## src/sv/rrla_pkg.sv

```systemverilog
// Shared types and constants for the rational resampler with interpolation and averaging.
`default_nettype none

package rrla_pkg;

    // Width of the factor registers and of the configuration data.
    localparam int FACTOR_W = 5;
    // Width of the configuration register index.
    localparam int CFG_IDX_W = 1;
    // Quotient bits produced per divider iteration.
    localparam int DIGIT_W = 4;

    // Configuration register indexes.
    localparam logic [CFG_IDX_W-1:0] REG_UP   = 1'b0;
    localparam logic [CFG_IDX_W-1:0] REG_DOWN = 1'b1;

    // Sequencer states.
    typedef enum logic [2:0] {
        S_IDLE,
        S_STEP,
        S_POINT,
        S_FSTART,
        S_FIN,
        S_FLUSH
    } t_state;

    // Commands from the sequencer to each lane.
    typedef struct packed {
        logic load_prev;
        logic load_new;
        logic start_step;
        logic init_pts;
        logic add_point;
        logic start_fin;
        logic clear_sum;
        logic commit_prev;
    } t_lane_ctrl;

    // Commands from the sequencer to the merge stage.
    typedef struct packed {
        logic push;
        logic flush;
    } t_merge_ctrl;

endpackage

`default_nettype wire

```

## src/sv/rrla_if.sv

```systemverilog
// Valid/ready channel interfaces for input samples and averaged results.
`default_nettype none

interface rrla_in_if #(
    parameter int SAMPLE_BITS = 16
);
    logic                          valid;
    logic                          ready;
    logic signed [SAMPLE_BITS-1:0] sample_i;
    logic signed [SAMPLE_BITS-1:0] sample_q;

    modport source (output valid, sample_i, sample_q, input ready);
    modport sink   (input valid, sample_i, sample_q, output ready);
endinterface

interface rrla_out_if #(
    parameter int SAMPLE_BITS = 16
);
    logic                          valid;
    logic                          ready;
    logic signed [SAMPLE_BITS-1:0] out_i;
    logic signed [SAMPLE_BITS-1:0] out_q;
    logic                          last_of_run;

    modport source (output valid, out_i, out_q, last_of_run, input ready);
    modport sink   (input valid, out_i, out_q, last_of_run, output ready);
endinterface

`default_nettype wire

```

## src/sv/rrla_div.sv

```systemverilog
// Radix-16 unsigned divider by a small factor, one quotient digit per cycle.
`default_nettype none

module rrla_div
    import rrla_pkg::*;
#(
    parameter int DW = 38
) (
    input  wire logic                i_clk,
    input  wire logic                i_rst_n,
    input  wire logic                i_start,
    input  wire logic [DW-1:0]       i_dividend,
    input  wire logic [FACTOR_W-1:0] i_divisor,
    output logic                     o_busy,
    output logic [DW-1:0]            o_quotient
);

    localparam int NDIG = (DW + DIGIT_W - 1) / DIGIT_W;
    localparam int PW   = NDIG * DIGIT_W;
    localparam int CW   = $clog2(NDIG + 1);
    localparam int VW   = FACTOR_W + DIGIT_W;

    logic [PW-1:0]       r_dvd;
    logic [PW-1:0]       r_quo;
    logic [FACTOR_W-1:0] r_rem;
    logic [FACTOR_W-1:0] r_dsr;
    logic [CW-1:0]       r_cnt;
    logic                r_busy;
    logic [VW-1:0]       val;
    logic [VW-1:0]       prod;
    logic [DIGIT_W-1:0]  digit;
    logic [FACTOR_W-1:0] n_rem;

    // Digit selection: the partial remainder stays below the divisor, so the
    // shifted-in value is below sixteen times the divisor.
    always_comb begin
        val   = {r_rem, r_dvd[PW-1 -: DIGIT_W]};
        digit = '0;
        for (int k = 1; k < 2**DIGIT_W; k++) begin
            if (VW'(k) * VW'(r_dsr) <= val) begin
                digit = DIGIT_W'(k);
            end
        end
        prod  = VW'(digit) * VW'(r_dsr);
        n_rem = FACTOR_W'(val - prod);
    end

    // Iteration counter.
    always_ff @(posedge i_clk) begin
        if (!i_rst_n) begin
            r_busy <= 1'b0;
            r_cnt  <= '0;
        end else if (i_start) begin
            r_busy <= 1'b1;
            r_cnt  <= CW'(NDIG);
        end else if (r_busy) begin
            r_cnt  <= r_cnt - 1'b1;
            r_busy <= (r_cnt != CW'(1));
        end
    end

    // Datapath: shift the dividend out and the quotient in, one digit at a time.
    always_ff @(posedge i_clk) begin
        if (i_start) begin
            r_dvd <= PW'(i_dividend);
            r_quo <= '0;
            r_rem <= '0;
            r_dsr <= i_divisor;
        end else if (r_busy) begin
            r_dvd <= r_dvd << DIGIT_W;
            r_quo <= (r_quo << DIGIT_W) | PW'(digit);
            r_rem <= n_rem;
        end
    end

    assign o_busy     = r_busy;
    assign o_quotient = r_quo[DW-1:0];

endmodule

`default_nettype wire

```

## src/sv/rrla_lane.sv

```systemverilog
// One component lane: step division, point generation, accumulation and averaging.
`default_nettype none

module rrla_lane
    import rrla_pkg::*;
#(
    parameter int SAMPLE_BITS = 16,
    parameter int FRAC_BITS   = 16,
    parameter int SUM_W       = 38
) (
    input  wire logic                          i_clk,
    input  wire logic                          i_rst_n,
    input  wire t_lane_ctrl                    i_ctrl,
    input  wire logic signed [SAMPLE_BITS-1:0] i_sample,
    input  wire logic [FACTOR_W-1:0]           i_up,
    input  wire logic [FACTOR_W-1:0]           i_down,
    output logic                               o_busy,
    output logic signed [SAMPLE_BITS-1:0]      o_result
);

    localparam int PT_W = SAMPLE_BITS + FRAC_BITS + 1;
    localparam logic signed [SUM_W:0] SAT_HI = (SUM_W+1)'((2**(SAMPLE_BITS-1)) - 1);
    localparam logic signed [SUM_W:0] SAT_LO = -SAT_HI - 1;

    logic signed [SAMPLE_BITS-1:0] r_prev;
    logic signed [SAMPLE_BITS-1:0] r_new;
    logic signed [SAMPLE_BITS:0]   diff;
    logic [SAMPLE_BITS:0]          diff_mag;
    logic                          r_step_neg;
    logic                          r_fin_neg;
    logic signed [PT_W-1:0]        r_step;
    logic signed [PT_W-1:0]        r_pt;
    logic signed [SUM_W-1:0]       r_sum;
    logic [SUM_W-1:0]              sum_mag;
    logic [SUM_W-1:0]              div_in;
    logic [SUM_W-1:0]              quo;
    logic [FACTOR_W-1:0]           div_d;
    logic                          div_start;
    logic signed [SUM_W:0]         q_signed;
    logic signed [SUM_W:0]         q_shift;

    // Difference between the arriving sample and the previous one, as sign and magnitude.
    assign diff     = (SAMPLE_BITS+1)'(i_sample) - (SAMPLE_BITS+1)'(r_prev);
    assign diff_mag = diff[SAMPLE_BITS] ? $unsigned(-diff) : $unsigned(diff);
    assign sum_mag  = r_sum[SUM_W-1] ? $unsigned(-r_sum) : $unsigned(r_sum);

    // The shared divider serves both the step and the group average.
    assign div_start = i_ctrl.start_step | i_ctrl.start_fin;
    assign div_in    = i_ctrl.start_fin ? sum_mag
                                        : SUM_W'({diff_mag, {FRAC_BITS{1'b0}}});
    assign div_d     = i_ctrl.start_fin ? i_down : i_up;

    rrla_div #(
        .DW (SUM_W)
    ) u_div (
        .i_clk      (i_clk),
        .i_rst_n    (i_rst_n),
        .i_start    (div_start),
        .i_dividend (div_in),
        .i_divisor  (div_d),
        .o_busy     (o_busy),
        .o_quotient (quo)
    );

    // Sample history and sign flags.
    always_ff @(posedge i_clk) begin
        if (i_ctrl.load_prev) begin
            r_prev <= i_sample;
        end else if (i_ctrl.commit_prev) begin
            r_prev <= r_new;
        end
        if (i_ctrl.load_new) begin
            r_new <= i_sample;
        end
        if (i_ctrl.start_step) begin
            r_step_neg <= diff[SAMPLE_BITS];
        end
        if (i_ctrl.start_fin) begin
            r_fin_neg <= r_sum[SUM_W-1];
        end
    end

    // Interpolated point walks from the previous sample by the truncated step.
    always_ff @(posedge i_clk) begin
        if (i_ctrl.init_pts) begin
            r_step <= r_step_neg ? -$signed(PT_W'(quo)) : $signed(PT_W'(quo));
            r_pt   <= PT_W'(r_prev) <<< FRAC_BITS;
        end else if (i_ctrl.add_point) begin
            r_pt   <= r_pt + r_step;
        end
    end

    // Running group sum.
    always_ff @(posedge i_clk) begin
        if (!i_rst_n) begin
            r_sum <= '0;
        end else if (i_ctrl.clear_sum) begin
            r_sum <= '0;
        end else if (i_ctrl.add_point) begin
            r_sum <= r_sum + SUM_W'(r_pt);
        end
    end

    // Signed average, floor shift out of fixed point, then saturation.
    always_comb begin
        q_signed = r_fin_neg ? -$signed({1'b0, quo}) : $signed({1'b0, quo});
        q_shift  = q_signed >>> FRAC_BITS;
        if (q_shift > SAT_HI) begin
            o_result = $signed(SAT_HI[SAMPLE_BITS-1:0]);
        end else if (q_shift < SAT_LO) begin
            o_result = $signed(SAT_LO[SAMPLE_BITS-1:0]);
        end else begin
            o_result = $signed(q_shift[SAMPLE_BITS-1:0]);
        end
    end

endmodule

`default_nettype wire

```

## src/sv/rrla_merge.sv

```systemverilog
// Merge stage: pairs the lane results, marks the last one of a sample, drives the output.
`default_nettype none

module rrla_merge
    import rrla_pkg::*;
#(
    parameter int SAMPLE_BITS = 16
) (
    input  wire logic                          i_clk,
    input  wire logic                          i_rst_n,
    input  wire t_merge_ctrl                   i_ctrl,
    input  wire logic signed [SAMPLE_BITS-1:0] i_res_i,
    input  wire logic signed [SAMPLE_BITS-1:0] i_res_q,
    output logic                               o_ok,
    rrla_out_if.source                         o_res
);

    logic                          r_pend_v;
    logic                          r_out_v;
    logic                          r_last;
    logic signed [SAMPLE_BITS-1:0] r_pend_i;
    logic signed [SAMPLE_BITS-1:0] r_pend_q;
    logic signed [SAMPLE_BITS-1:0] r_out_i;
    logic signed [SAMPLE_BITS-1:0] r_out_q;
    logic                          take;
    logic                          move;

    // A result is held back until it is known whether another follows from the
    // same sample; it moves to the output register on the next push or on flush.
    assign take = r_out_v && o_res.ready;
    assign move = (i_ctrl.push || i_ctrl.flush) && r_pend_v;
    assign o_ok = !r_pend_v || !r_out_v || o_res.ready;

    always_ff @(posedge i_clk) begin
        if (!i_rst_n) begin
            r_pend_v <= 1'b0;
            r_out_v  <= 1'b0;
        end else begin
            if (move) begin
                r_out_v <= 1'b1;
            end else if (take) begin
                r_out_v <= 1'b0;
            end
            if (i_ctrl.push) begin
                r_pend_v <= 1'b1;
            end else if (i_ctrl.flush) begin
                r_pend_v <= 1'b0;
            end
        end
    end

    always_ff @(posedge i_clk) begin
        if (move) begin
            r_out_i <= r_pend_i;
            r_out_q <= r_pend_q;
            r_last  <= i_ctrl.flush;
        end
        if (i_ctrl.push) begin
            r_pend_i <= i_res_i;
            r_pend_q <= i_res_q;
        end
    end

    assign o_res.valid       = r_out_v;
    assign o_res.out_i       = r_out_i;
    assign o_res.out_q       = r_out_q;
    assign o_res.last_of_run = r_last;

endmodule

`default_nettype wire

```

## src/sv/rational_resampler_lerp_average_unit.sv

```systemverilog
// Top level of the rational resampler: sequencer, I and Q lanes and merge stage.
`default_nettype none

// Complex samples enter on i_smp; each one after the first yields up_factor linearly
// interpolated Q.FRAC_BITS points, and every down_factor points give one averaged,
// saturated result on o_res, with last_of_run set on the final result of a sample.
// The first sample after reset only primes the block. Both the step and every group
// average go through a radix-16 divider in each lane, one quotient digit per cycle,
// and points are summed one per cycle; that divider and the point loop set the rate.
// A new sample is taken once the previous one is fully processed, while its last
// result may still wait in the output register.
module rational_resampler_lerp_average_unit
    import rrla_pkg::*;
#(
    parameter int MAX_FACTOR  = 16,
    parameter int SAMPLE_BITS = 16,
    parameter int FRAC_BITS   = 16
) (
    input  wire logic                 i_clk,
    input  wire logic                 i_rst_n,
    input  wire logic                 i_cfg_we,
    input  wire logic [CFG_IDX_W-1:0] i_cfg_idx,
    input  wire logic [FACTOR_W-1:0]  i_cfg_data,
    rrla_in_if.sink                   i_smp,
    rrla_out_if.source                o_res
);

    localparam int SUM_W = SAMPLE_BITS + FRAC_BITS + 6;

    t_state                        r_state;
    t_state                        n_state;
    logic                          r_primed;
    logic                          n_primed;
    logic [FACTOR_W-1:0]           r_up;
    logic [FACTOR_W-1:0]           r_down;
    logic [FACTOR_W-1:0]           r_cnt;
    logic [FACTOR_W-1:0]           n_cnt;
    logic [FACTOR_W-1:0]           r_k;
    logic [FACTOR_W-1:0]           n_k;
    logic [FACTOR_W-1:0]           up_eff;
    logic [FACTOR_W-1:0]           down_eff;
    logic                          acc;
    logic                          busy_i;
    logic                          busy_q;
    logic                          busy;
    logic                          merge_ok;
    t_lane_ctrl                    lane_ctrl;
    t_merge_ctrl                   merge_ctrl;
    logic signed [SAMPLE_BITS-1:0] res_i;
    logic signed [SAMPLE_BITS-1:0] res_q;

    // Zero acts as one and values above the maximum are clamped.
    function automatic logic [FACTOR_W-1:0] eff_factor(input logic [FACTOR_W-1:0] f);
        logic [FACTOR_W-1:0] r;
        if (f == '0) begin
            r = FACTOR_W'(1);
        end else if (int'(f) > MAX_FACTOR) begin
            r = FACTOR_W'(MAX_FACTOR);
        end else begin
            r = f;
        end
        return r;
    endfunction

    assign up_eff   = eff_factor(r_up);
    assign down_eff = eff_factor(r_down);

    // Configuration registers.
    always_ff @(posedge i_clk) begin
        if (!i_rst_n) begin
            r_up   <= FACTOR_W'(1);
            r_down <= FACTOR_W'(1);
        end else if (i_cfg_we) begin
            if (i_cfg_idx == REG_UP) begin
                r_up <= i_cfg_data;
            end else if (i_cfg_idx == REG_DOWN) begin
                r_down <= i_cfg_data;
            end
        end
    end

    assign i_smp.ready = (r_state == S_IDLE);
    assign acc         = i_smp.valid && i_smp.ready;
    assign busy        = busy_i | busy_q;

    // Sequencer state registers.
    always_ff @(posedge i_clk) begin
        if (!i_rst_n) begin
            r_state  <= S_IDLE;
            r_primed <= 1'b0;
            r_cnt    <= '0;
            r_k      <= '0;
        end else begin
            r_state  <= n_state;
            r_primed <= n_primed;
            r_cnt    <= n_cnt;
            r_k      <= n_k;
        end
    end

    // Sequencer next state and lane commands.
    always_comb begin
        n_state    = r_state;
        n_primed   = r_primed;
        n_cnt      = r_cnt;
        n_k        = r_k;
        lane_ctrl  = '0;
        merge_ctrl = '0;
        case (r_state)
            S_IDLE: begin
                if (acc) begin
                    if (!r_primed) begin
                        lane_ctrl.load_prev = 1'b1;
                        n_primed            = 1'b1;
                    end else begin
                        lane_ctrl.load_new   = 1'b1;
                        lane_ctrl.start_step = 1'b1;
                        n_state              = S_STEP;
                    end
                end
            end
            S_STEP: begin
                if (!busy) begin
                    lane_ctrl.init_pts = 1'b1;
                    n_k                = '0;
                    n_state            = S_POINT;
                end
            end
            S_POINT: begin
                lane_ctrl.add_point = 1'b1;
                n_k                 = r_k + 1'b1;
                n_cnt               = r_cnt + 1'b1;
                if (n_cnt >= down_eff) begin
                    n_state = S_FSTART;
                end else if (n_k == up_eff) begin
                    n_state = S_FLUSH;
                end
            end
            S_FSTART: begin
                lane_ctrl.start_fin = 1'b1;
                n_state             = S_FIN;
            end
            S_FIN: begin
                if (!busy && merge_ok) begin
                    merge_ctrl.push     = 1'b1;
                    lane_ctrl.clear_sum = 1'b1;
                    n_cnt               = '0;
                    n_state             = (r_k == up_eff) ? S_FLUSH : S_POINT;
                end
            end
            S_FLUSH: begin
                if (merge_ok) begin
                    merge_ctrl.flush      = 1'b1;
                    lane_ctrl.commit_prev = 1'b1;
                    n_state               = S_IDLE;
                end
            end
            default: begin
                n_state = S_IDLE;
            end
        endcase
    end

    // In-phase and quadrature lanes.
    rrla_lane #(
        .SAMPLE_BITS (SAMPLE_BITS),
        .FRAC_BITS   (FRAC_BITS),
        .SUM_W       (SUM_W)
    ) u_lane_i (
        .i_clk    (i_clk),
        .i_rst_n  (i_rst_n),
        .i_ctrl   (lane_ctrl),
        .i_sample (i_smp.sample_i),
        .i_up     (up_eff),
        .i_down   (down_eff),
        .o_busy   (busy_i),
        .o_result (res_i)
    );

    rrla_lane #(
        .SAMPLE_BITS (SAMPLE_BITS),
        .FRAC_BITS   (FRAC_BITS),
        .SUM_W       (SUM_W)
    ) u_lane_q (
        .i_clk    (i_clk),
        .i_rst_n  (i_rst_n),
        .i_ctrl   (lane_ctrl),
        .i_sample (i_smp.sample_q),
        .i_up     (up_eff),
        .i_down   (down_eff),
        .o_busy   (busy_q),
        .o_result (res_q)
    );

    // Merge of the lane results into output transactions.
    rrla_merge #(
        .SAMPLE_BITS (SAMPLE_BITS)
    ) u_merge (
        .i_clk   (i_clk),
        .i_rst_n (i_rst_n),
        .i_ctrl  (merge_ctrl),
        .i_res_i (res_i),
        .i_res_q (res_q),
        .o_ok    (merge_ok),
        .o_res   (o_res)
    );

`ifndef SYNTHESIS
    // The dividers are idle whenever a new sample can be taken.
    a_idle_div_free: assert property (@(posedge i_clk) disable iff (!i_rst_n)
        (r_state == S_IDLE) |-> !busy)
        else $error("divider busy while waiting for a sample");

    // The point loop never runs past the interpolation factor.
    a_point_bound: assert property (@(posedge i_clk) disable iff (!i_rst_n)
        (r_state == S_POINT) |-> (r_k < up_eff))
        else $error("point index beyond interpolation factor");

    // A priming sample leaves the sequencer idle and marks the block primed.
    a_prime: assert property (@(posedge i_clk) disable iff (!i_rst_n)
        (acc && !r_primed) |=> (r_state == S_IDLE) && r_primed)
        else $error("priming sample started processing");
`endif

endmodule

`default_nettype wire
```

## src/flat_wrapper.sv

```systemverilog
// flat-port wrapper written by rule: the top's interface ports become plain ports
module rational_resampler_lerp_average_unit_flat import rrla_pkg::*;
#(
    parameter int MAX_FACTOR  = 16,
    parameter int SAMPLE_BITS = 16,
    parameter int FRAC_BITS   = 16
)
  (i_clk, i_rst_n, i_cfg_we, i_cfg_idx, i_cfg_data, i_smp_valid, i_smp_sample_i, i_smp_sample_q, i_smp_ready, o_res_valid, o_res_out_i, o_res_out_q, o_res_last_of_run, o_res_ready);
  rrla_in_if #(.SAMPLE_BITS(SAMPLE_BITS)) i_smp_i ();
  rrla_out_if #(.SAMPLE_BITS(SAMPLE_BITS)) o_res_i ();
  input  wire logic i_clk;
  input  wire logic i_rst_n;
  input  wire logic i_cfg_we;
  input  wire logic [CFG_IDX_W-1:0] i_cfg_idx;
  input  wire logic [FACTOR_W-1:0] i_cfg_data;
  input wire logic [$bits(i_smp_i.valid)-1:0] i_smp_valid;
  input wire logic [$bits(i_smp_i.sample_i)-1:0] i_smp_sample_i;
  input wire logic [$bits(i_smp_i.sample_q)-1:0] i_smp_sample_q;
  output wire logic [$bits(i_smp_i.ready)-1:0] i_smp_ready;
  output wire logic [$bits(o_res_i.valid)-1:0] o_res_valid;
  output wire logic [$bits(o_res_i.out_i)-1:0] o_res_out_i;
  output wire logic [$bits(o_res_i.out_q)-1:0] o_res_out_q;
  output wire logic [$bits(o_res_i.last_of_run)-1:0] o_res_last_of_run;
  input wire logic [$bits(o_res_i.ready)-1:0] o_res_ready;
  assign i_smp_i.valid = i_smp_valid;
  assign i_smp_i.sample_i = i_smp_sample_i;
  assign i_smp_i.sample_q = i_smp_sample_q;
  assign i_smp_ready = i_smp_i.ready;
  assign o_res_valid = o_res_i.valid;
  assign o_res_out_i = o_res_i.out_i;
  assign o_res_out_q = o_res_i.out_q;
  assign o_res_last_of_run = o_res_i.last_of_run;
  assign o_res_i.ready = o_res_ready;
  rational_resampler_lerp_average_unit #(.MAX_FACTOR(MAX_FACTOR), .SAMPLE_BITS(SAMPLE_BITS), .FRAC_BITS(FRAC_BITS)) u_core (.i_clk(i_clk), .i_rst_n(i_rst_n), .i_cfg_we(i_cfg_we), .i_cfg_idx(i_cfg_idx), .i_cfg_data(i_cfg_data), .i_smp(i_smp_i), .o_res(o_res_i));
endmodule
```

## config.mk

```make
export PLATFORM = sky130hd
export DESIGN_NAME = rational_resampler_lerp_average_unit_flat
export DESIGN_NICKNAME = d
export VERILOG_FILES = /design/src/sv/rrla_pkg.sv /design/src/sv/rrla_if.sv /design/src/sv/rrla_div.sv /design/src/sv/rrla_lane.sv /design/src/sv/rrla_merge.sv /design/src/sv/rational_resampler_lerp_average_unit.sv /design/src/flat_wrapper.sv
export SDC_FILE = /design/constraint.sdc
export NUM_CORES = 2
export LEC_CHECK = 0
export BUFFER_PORTS_ARGS = -buffer_cell sky130_fd_sc_hd__buf_4
export CAP_MARGIN = 15
export CORE_ASPECT_RATIO = 1.2
export CORE_UTILIZATION = 35
export DETAILED_ROUTE_END_ITERATION = 8
export HOLD_SLACK_MARGIN = 0.12
export MAX_ROUTING_LAYER = met4
export PLACE_DENSITY = 0.62
export SLEW_MARGIN = 20
export SYNTH_ARGS = -nofsm -noshare
export SYNTH_HDL_FRONTEND = slang
export SYNTH_SLANG_ARGS = --single-unit
```

## constraint.sdc

```tcl
create_clock -name i_clk -period 7.6 [get_ports i_clk]
set_input_delay 1.9 -clock i_clk [delete_from_list [all_inputs] [get_ports i_clk]]
set_output_delay 1.9 -clock i_clk [all_outputs]
set_load 0.01 [all_outputs]
```

# ---- Yosys cells after proc, flatten, opt, wreduce, memory -nomap -nowiden
# Cells that the tools add are included.
dict set report classes {
  add_sub_neg 20
  mul 13
  order_cmp 37
  n_eq_ne 15
  mux 96
  bitwise 6
  n_reduce_logical 29
}
# cell count
set ops {}
lappend ops {{2-to-1 mux 38 bit} 8}
lappend ops {{2-to-1 mux 33 bit} 6}
lappend ops {{2-to-1 mux 4 bit} 32}
lappend ops {{<= comparator 9 bit} 14}
lappend ops {{2-to-1 mux 16 bit} 6}
lappend ops {{2-to-1 mux 39 bit} 2}
lappend ops {{negator 38 -> 39 bit} 2}
lappend ops {{adder 38 x 33 -> 38 bit} 2}
lappend ops {{negator 38 bit} 2}
lappend ops {{bitwise OR 38 x 4 -> 38 bit} 2}
lappend ops {{<= comparator 8 x 9 -> 1 bit} 8}
lappend ops {{adder 33 bit} 2}
lappend ops {{negator 33 bit} 2}
lappend ops {{> comparator 23 x 16 -> 1 bit (second input constant)} 2}
lappend ops {{less-than comparator 23 x 16 -> 1 bit (second input constant)} 2}
lappend ops {{<= comparator 7 x 9 -> 1 bit} 4}
lappend ops {{multiplier 4 x 5 -> 9 bit (first input constant)} 4}
lappend ops {{2-to-1 mux 5 bit} 7}
lappend ops {{2-to-1 mux 17 bit} 2}
lappend ops {{negator 17 bit} 2}
lappend ops {{subtractor 16 x 16 -> 17 bit} 2}
lappend ops {{multiplier 3 x 5 -> 8 bit (first input constant)} 4}
lappend ops {{2-to-1 mux 3 bit} 10}
lappend ops {{multiplier 2 x 5 -> 7 bit (first input constant)} 3}
lappend ops {{31 further kinds} 86}
dict set report word_totals {
  regBits 548
  inputBits 43
  out_inout_bits 35
  wordCells 260
}

# ---- Longest topological paths before layout
dict set report depth {
  ltp_word 18
  ltp_mapped 34
}

# ---- By module
# From an unflattened synthesis, not the netlist that was laid out.
dict set report unflattened {
  hier_cells 4559
  hier_area_um2 42859.9
}
# module n_inst cells_per_inst area_per_inst_um2 seq_area_each_um2
set modules_own_cells {}
lappend modules_own_cells {{rrla_lane (u_core.u_lane_i)} 1 1392 11893.9 3603.5}
lappend modules_own_cells {{rrla_lane (u_core.u_lane_q)} 1 1346 11741.3 3603.5}
lappend modules_own_cells {{rrla_div (u_core.u_lane_i.u_div)} 1 772 7810.0 2292.2}
lappend modules_own_cells {{rrla_div (u_core.u_lane_q.u_div)} 1 771 7776.2 2292.2}
lappend modules_own_cells {rrla_merge 1 73 2030.7 1991.9}
lappend modules_own_cells {rational_resampler_lerp_average_unit 1 205 1607.8 480.5}

# ---- Least setup slack after synthesis
# OpenSTA, ideal clock, no wires.
dict set report synth_path {
  kind {flip-flop to flip-flop}
  startpoint {register, netlist name u_core.u_lane_i.u_div.r_dsr[3]}
  endpoint {register u_core.u_lane_q.u_div.r_rem[4]}
  setup_ps 135
  t_arrival_ps 7230
  setup_slack_ps 235
  stages_incl_launch_ff 31
  n_path_buf 0
  synth_period_minus_slack_ps 7365
  cell_sequence {edfxtp_1 inv_1 fa_1 fa_1 inv_1 ha_1 inv_1 o22ai_1 a2bb2oi_1 a21o_1 a21oi_1 xnor2_1 ha_1 nand4_1 or3_1 o2111ai_1 o21ai_0 nand2_1 a311oi_1 nor2_1 fa_1 ha_1 inv_1 fa_1 ha_1 a21oi_1 xnor2_1 xnor2_1 xnor3_1 xnor2_1 a21oi_1}
}
# item line
set synth_lines {}
lappend synth_lines {{end signal: assignment} rrla_div.sv:72} ;# r_rem <= n_rem;
lappend synth_lines {{end: declaration} rrla_div.sv:25} ;# logic [FACTOR_W-1:0] r_rem;

==> results.json <==
{
  "ctsLongestPathBuffers": 3,
  "status": "finished, final reports clean",
  "reg2regPathDepth": 29,
  "met2_usage_pct": 31.8,
  "io_pins": 78,
  "vias": 32200,
  "timing.rr.end": "u_core.u_lane_q.u_div.r_rem[4]",
  "first_global_vias": 31000,
  "slew-limit-headroom_pct": 29.8,
  "wl_um": 108000,
  "p_sw_share_pct": 38.4,
  "critPathMaxStageDelay_ps": 590,
  "syn_inst": 4341,
  "p_sw_mw": 4.69,
  "crit_path_max_fanout": 3,
  "die_height_um": 372,
  "cts_buffers": 58,
  "comb_power_share_pct": 44.6,
  "syn_avg_cell_area_um2": 9.21,
  "ys_seq_elements": 548,
  "required_ps": 8080,
  "grt_max_degree": 75,
  "whs_ps": 415,
  "gp_congestion": 0.915,
  "synth_edf_count": 314,
  "maxCapViolations": 0,
  "io_buffers": 77,
  "worstMarginPinSlew_ps": 1050,
  "fin_nets": 4871,
  "clk_pin_slew_ps": 60,
  "intPower_mw": 7.51,
  "setup_slack_ps": 301,
  "fillers": 11300,
  "max_freq_ghz": 0.137,
  "critical_path.slowest_cell": "fa_1",
  "grt_pass1_wl_um": 170000,
  "grt_usage_pct": 18.9,
  "drive_gt1_share_pct": 8.40,
  "reg2reg_from": "u_core.u_lane_i.u_div.r_dsr[0]",
  "setup_viol": 0,
  "met1_usage_pct": 23.9,
  "critical_path_class": "reg2reg",
  "avgViaCountPerCell": 5.43,
  "synthArstFlopShare_pct": 0,
  "antenna_found_initial": 2,
  "clock_sinks": 548,
  "drc": 0,
  "cts-root-buf": "clkbuf_16",
  "dieArea_mm2": 0.116,
  "numPlacedInstances": 5822,
  "worstHoldPathType": "reg2reg",
  "die_width_um": 310,
  "leakage_nw": 17.9,
  "stdcell_count": 5935,
  "power.density_mw_per_mm2": 275,
  "dp_slack_ps": 234,
  "hold_buffers": 0,
  "vdd_drop_max_mv": 0.193,
  "dpl_cell_area_mm2": 0.0423,
  "wl_per_cell_um": 18.1,
  "start_kind": "flip-flop",
  "synth_area_mm2": 0.0400,
  "finalCritPeriodShare_pct": 96.0,
  "grt.busiest_layer": "met2",
  "layout_min_cycle_time_ps": 7300,
  "rrSetupSlack_ps": 300,
  "grt_use_met3_pct": 1.76,
  "worstSetupStartpoint": "u_core.u_lane_i.u_div.r_dsr[0]",
  "initial_core_util_pct": 35.4,
  "ys_types": 101,
  "drt_first_pass_iters": 5,
  "worstPathArrival_ps": 7780,
  "cts_tree": "yes",
  "endpoint_kind": "flip-flop",
  "clock_skew_ps": 28.9,
  "grt_overflow_total": 0,
  "maxSlewViolCount": 0,
  "synth-main-ff-cell": "edfxtp_1",
  "fin_setup_tns_ps": 0,
  "drtIter0Drc": 2033,
  "syn_nets": 4834,
  "row_count": 135,
  "yosysSeqAreaShare_pct": 35.3,
  "p_seq_share_pct": 31.6,
  "syn2layout_area_growth_pct": 10.9,
  "core-area_mm2": 0.113,
  "clkPwrFrac_pct": 23.8,
  "crit_end": "u_core.u_lane_q.u_div.r_rem[4]",
  "hold_viol_final": 0,
  "hpwl_um": 79400,
  "synth_warnings": 0,
  "insertion_delay_ps": 650,
  "ant_nets": 0,
  "h-tree-depth": 2,
  "fin_area_mm2": 0.0443
}
==> layout make-up <==
cell class / count / area (um^2) / share of cell area [%]
inverter: 201 / 757 / 1.71
timing repair buffer: 147 / 1110 / 2.51
antenna: 1 / 2.50 / 0.00564
multi-input combinational: 3422 / 24500 / 55.3
tap: 1507 / 1890 / 4.25
clock buffer: 84 / 1720 / 3.89
sequential: 548 / 14100 / 31.8
clock inverter: 25 / 205 / 0.463
==> metal layers <==
layer	up-vias	share of wire, %
li1	16000	-
met1	15500	45
met2	588	48
met3	178	3.5
met4	0	3.2
met5	-	0
==> flip-flops by register name (all words and copies together), names as in the netlist, 33 cells and up <==
| register | cells |
|---|---|
| u_core.u_lane_q.u_div.r_dvd | 40 |
| u_core.u_lane_q.u_div.r_quo | 38 |
| u_core.u_lane_q.r_sum | 38 |
| u_core.u_lane_i.r_step | 33 |
| u_core.u_lane_i.u_div.r_quo | 38 |
| u_core.u_lane_i.u_div.r_dvd | 40 |
| u_core.u_lane_i.r_sum | 38 |
| u_core.u_lane_q.r_pt | 33 |
| u_core.u_lane_i.r_pt | 33 |
| u_core.u_lane_q.r_step | 33 |
==> how the worst min path moves through the flow <==
stage / cells past startpoint / from / to
2_1_floorplan: 0 / u_core.u_merge.r_pend_i[0] / u_core.u_merge.o_res.out_i[0]
3_3_place_gp: 0 / u_core.u_merge.r_pend_q[7] / u_core.u_merge.o_res.out_q[7]
3_5_place_dp: 0 / u_core.u_merge.r_pend_i[9] / u_core.u_merge.o_res.out_i[9]
4_1_cts: 0 / u_core.u_merge.r_pend_q[6] / u_core.u_merge.o_res.out_q[6]
5_1_grt: 0 / u_core.u_merge.r_pend_q[6] / u_core.u_merge.o_res.out_q[6]
6_report: 0 / u_core.u_merge.r_pend_q[1] / u_core.u_merge.o_res.out_q[1]
==> cell usage after synthesis, drive strengths merged (23+ instances only) <==
cell	count	area, um^2
a211oi	60	450
a21boi	28	210
a21o	99	743
a21oi	260	1300
a31oi	38	238
and2	31	194
and3	25	156
buf	24	115
clkbuf	146	608
dfxtp	234	4680
edfxtp	314	9430
fa	35	701
ha	415	5190
inv	199	747
mux2	33	372
mux2i	96	961
nand2	429	1610
nand2b	38	238
nand3	138	703
nand4	26	163
nor2	317	1190
nor2b	42	263
nor3	83	415
o211ai	23	173
o21a	39	293
o21ai	308	1580
o21bai	24	180
o22ai	32	200
o31ai	59	470
or3	48	313
or4	23	189
xnor2	228	2000
xor2	154	1350
==> cell usage in the layout (no fill, tap or decap), types with 99 or more instances in the layout <==
cell,Yosys,layout
nor2_1,317,314
inv_1,198,196
o21ai_0,293,290
a21o_1,99,99
nand2_1,429,426
nand3_1,137,137
xor2_1,154,154
buf_4,1,145
xnor2_1,228,228
edfxtp_1,314,314
a21oi_1,260,256
dfxtp_1,234,232
ha_1,415,413
==> through the flow <==
step	power [mW]	utilization, %
after CTS	12.2	39.1
final	12.2	39.2
after detailed placement	9.22	37.4
after global placement	9.13	37.4
after floorplan	7.83	-
after global routing	13.1	39.2
==> critical path, delay by kind of cell, from the launching register on <==
kind / cells / cell delay, ps
fa+ha+maj: 9 / 3550
compound gates: 8 / 1330
buf+inv: 3 / 190
flops: 1 / 440
xor+xnor: 5 / 1090
simple gates: 4 / 550
==> cells by family (layout without fill, tap and decap cells) <==
group,after synthesis,count (layout),synth area share (%)
buffers and inverters,371,457,3.70
and+or+nand+nor,1313,1313,15.8
other,0,1,0
AOI/OAI and AO/OA,1145,1145,18.6
DFF,548,548,35.3
xor gates and xnor gates,384,384,8.48
adders and majority gates,451,451,14.8
muxes,129,129,3.33
==> repair_timing <==
| item | in CTS | in global routing |
|---|---|---|
| endpoints found under the setup margin | 0 | 2 |
| buffers inserted | 0 | 2 |
| gates resized for setup | 0 | 20 |
==> power by group through the flow <==
stage	Clock [mW]	Combinational, mW	Sequential [mW]
floorplan	0	4.07	3.76
global placement	0	5.22	3.91
detailed placement	0	5.30	3.91
CTS	2.98	5.34	3.85
global route	3.08	6.08	3.89
finish	2.90	5.44	3.85
(Power assumes the default switching activity.)
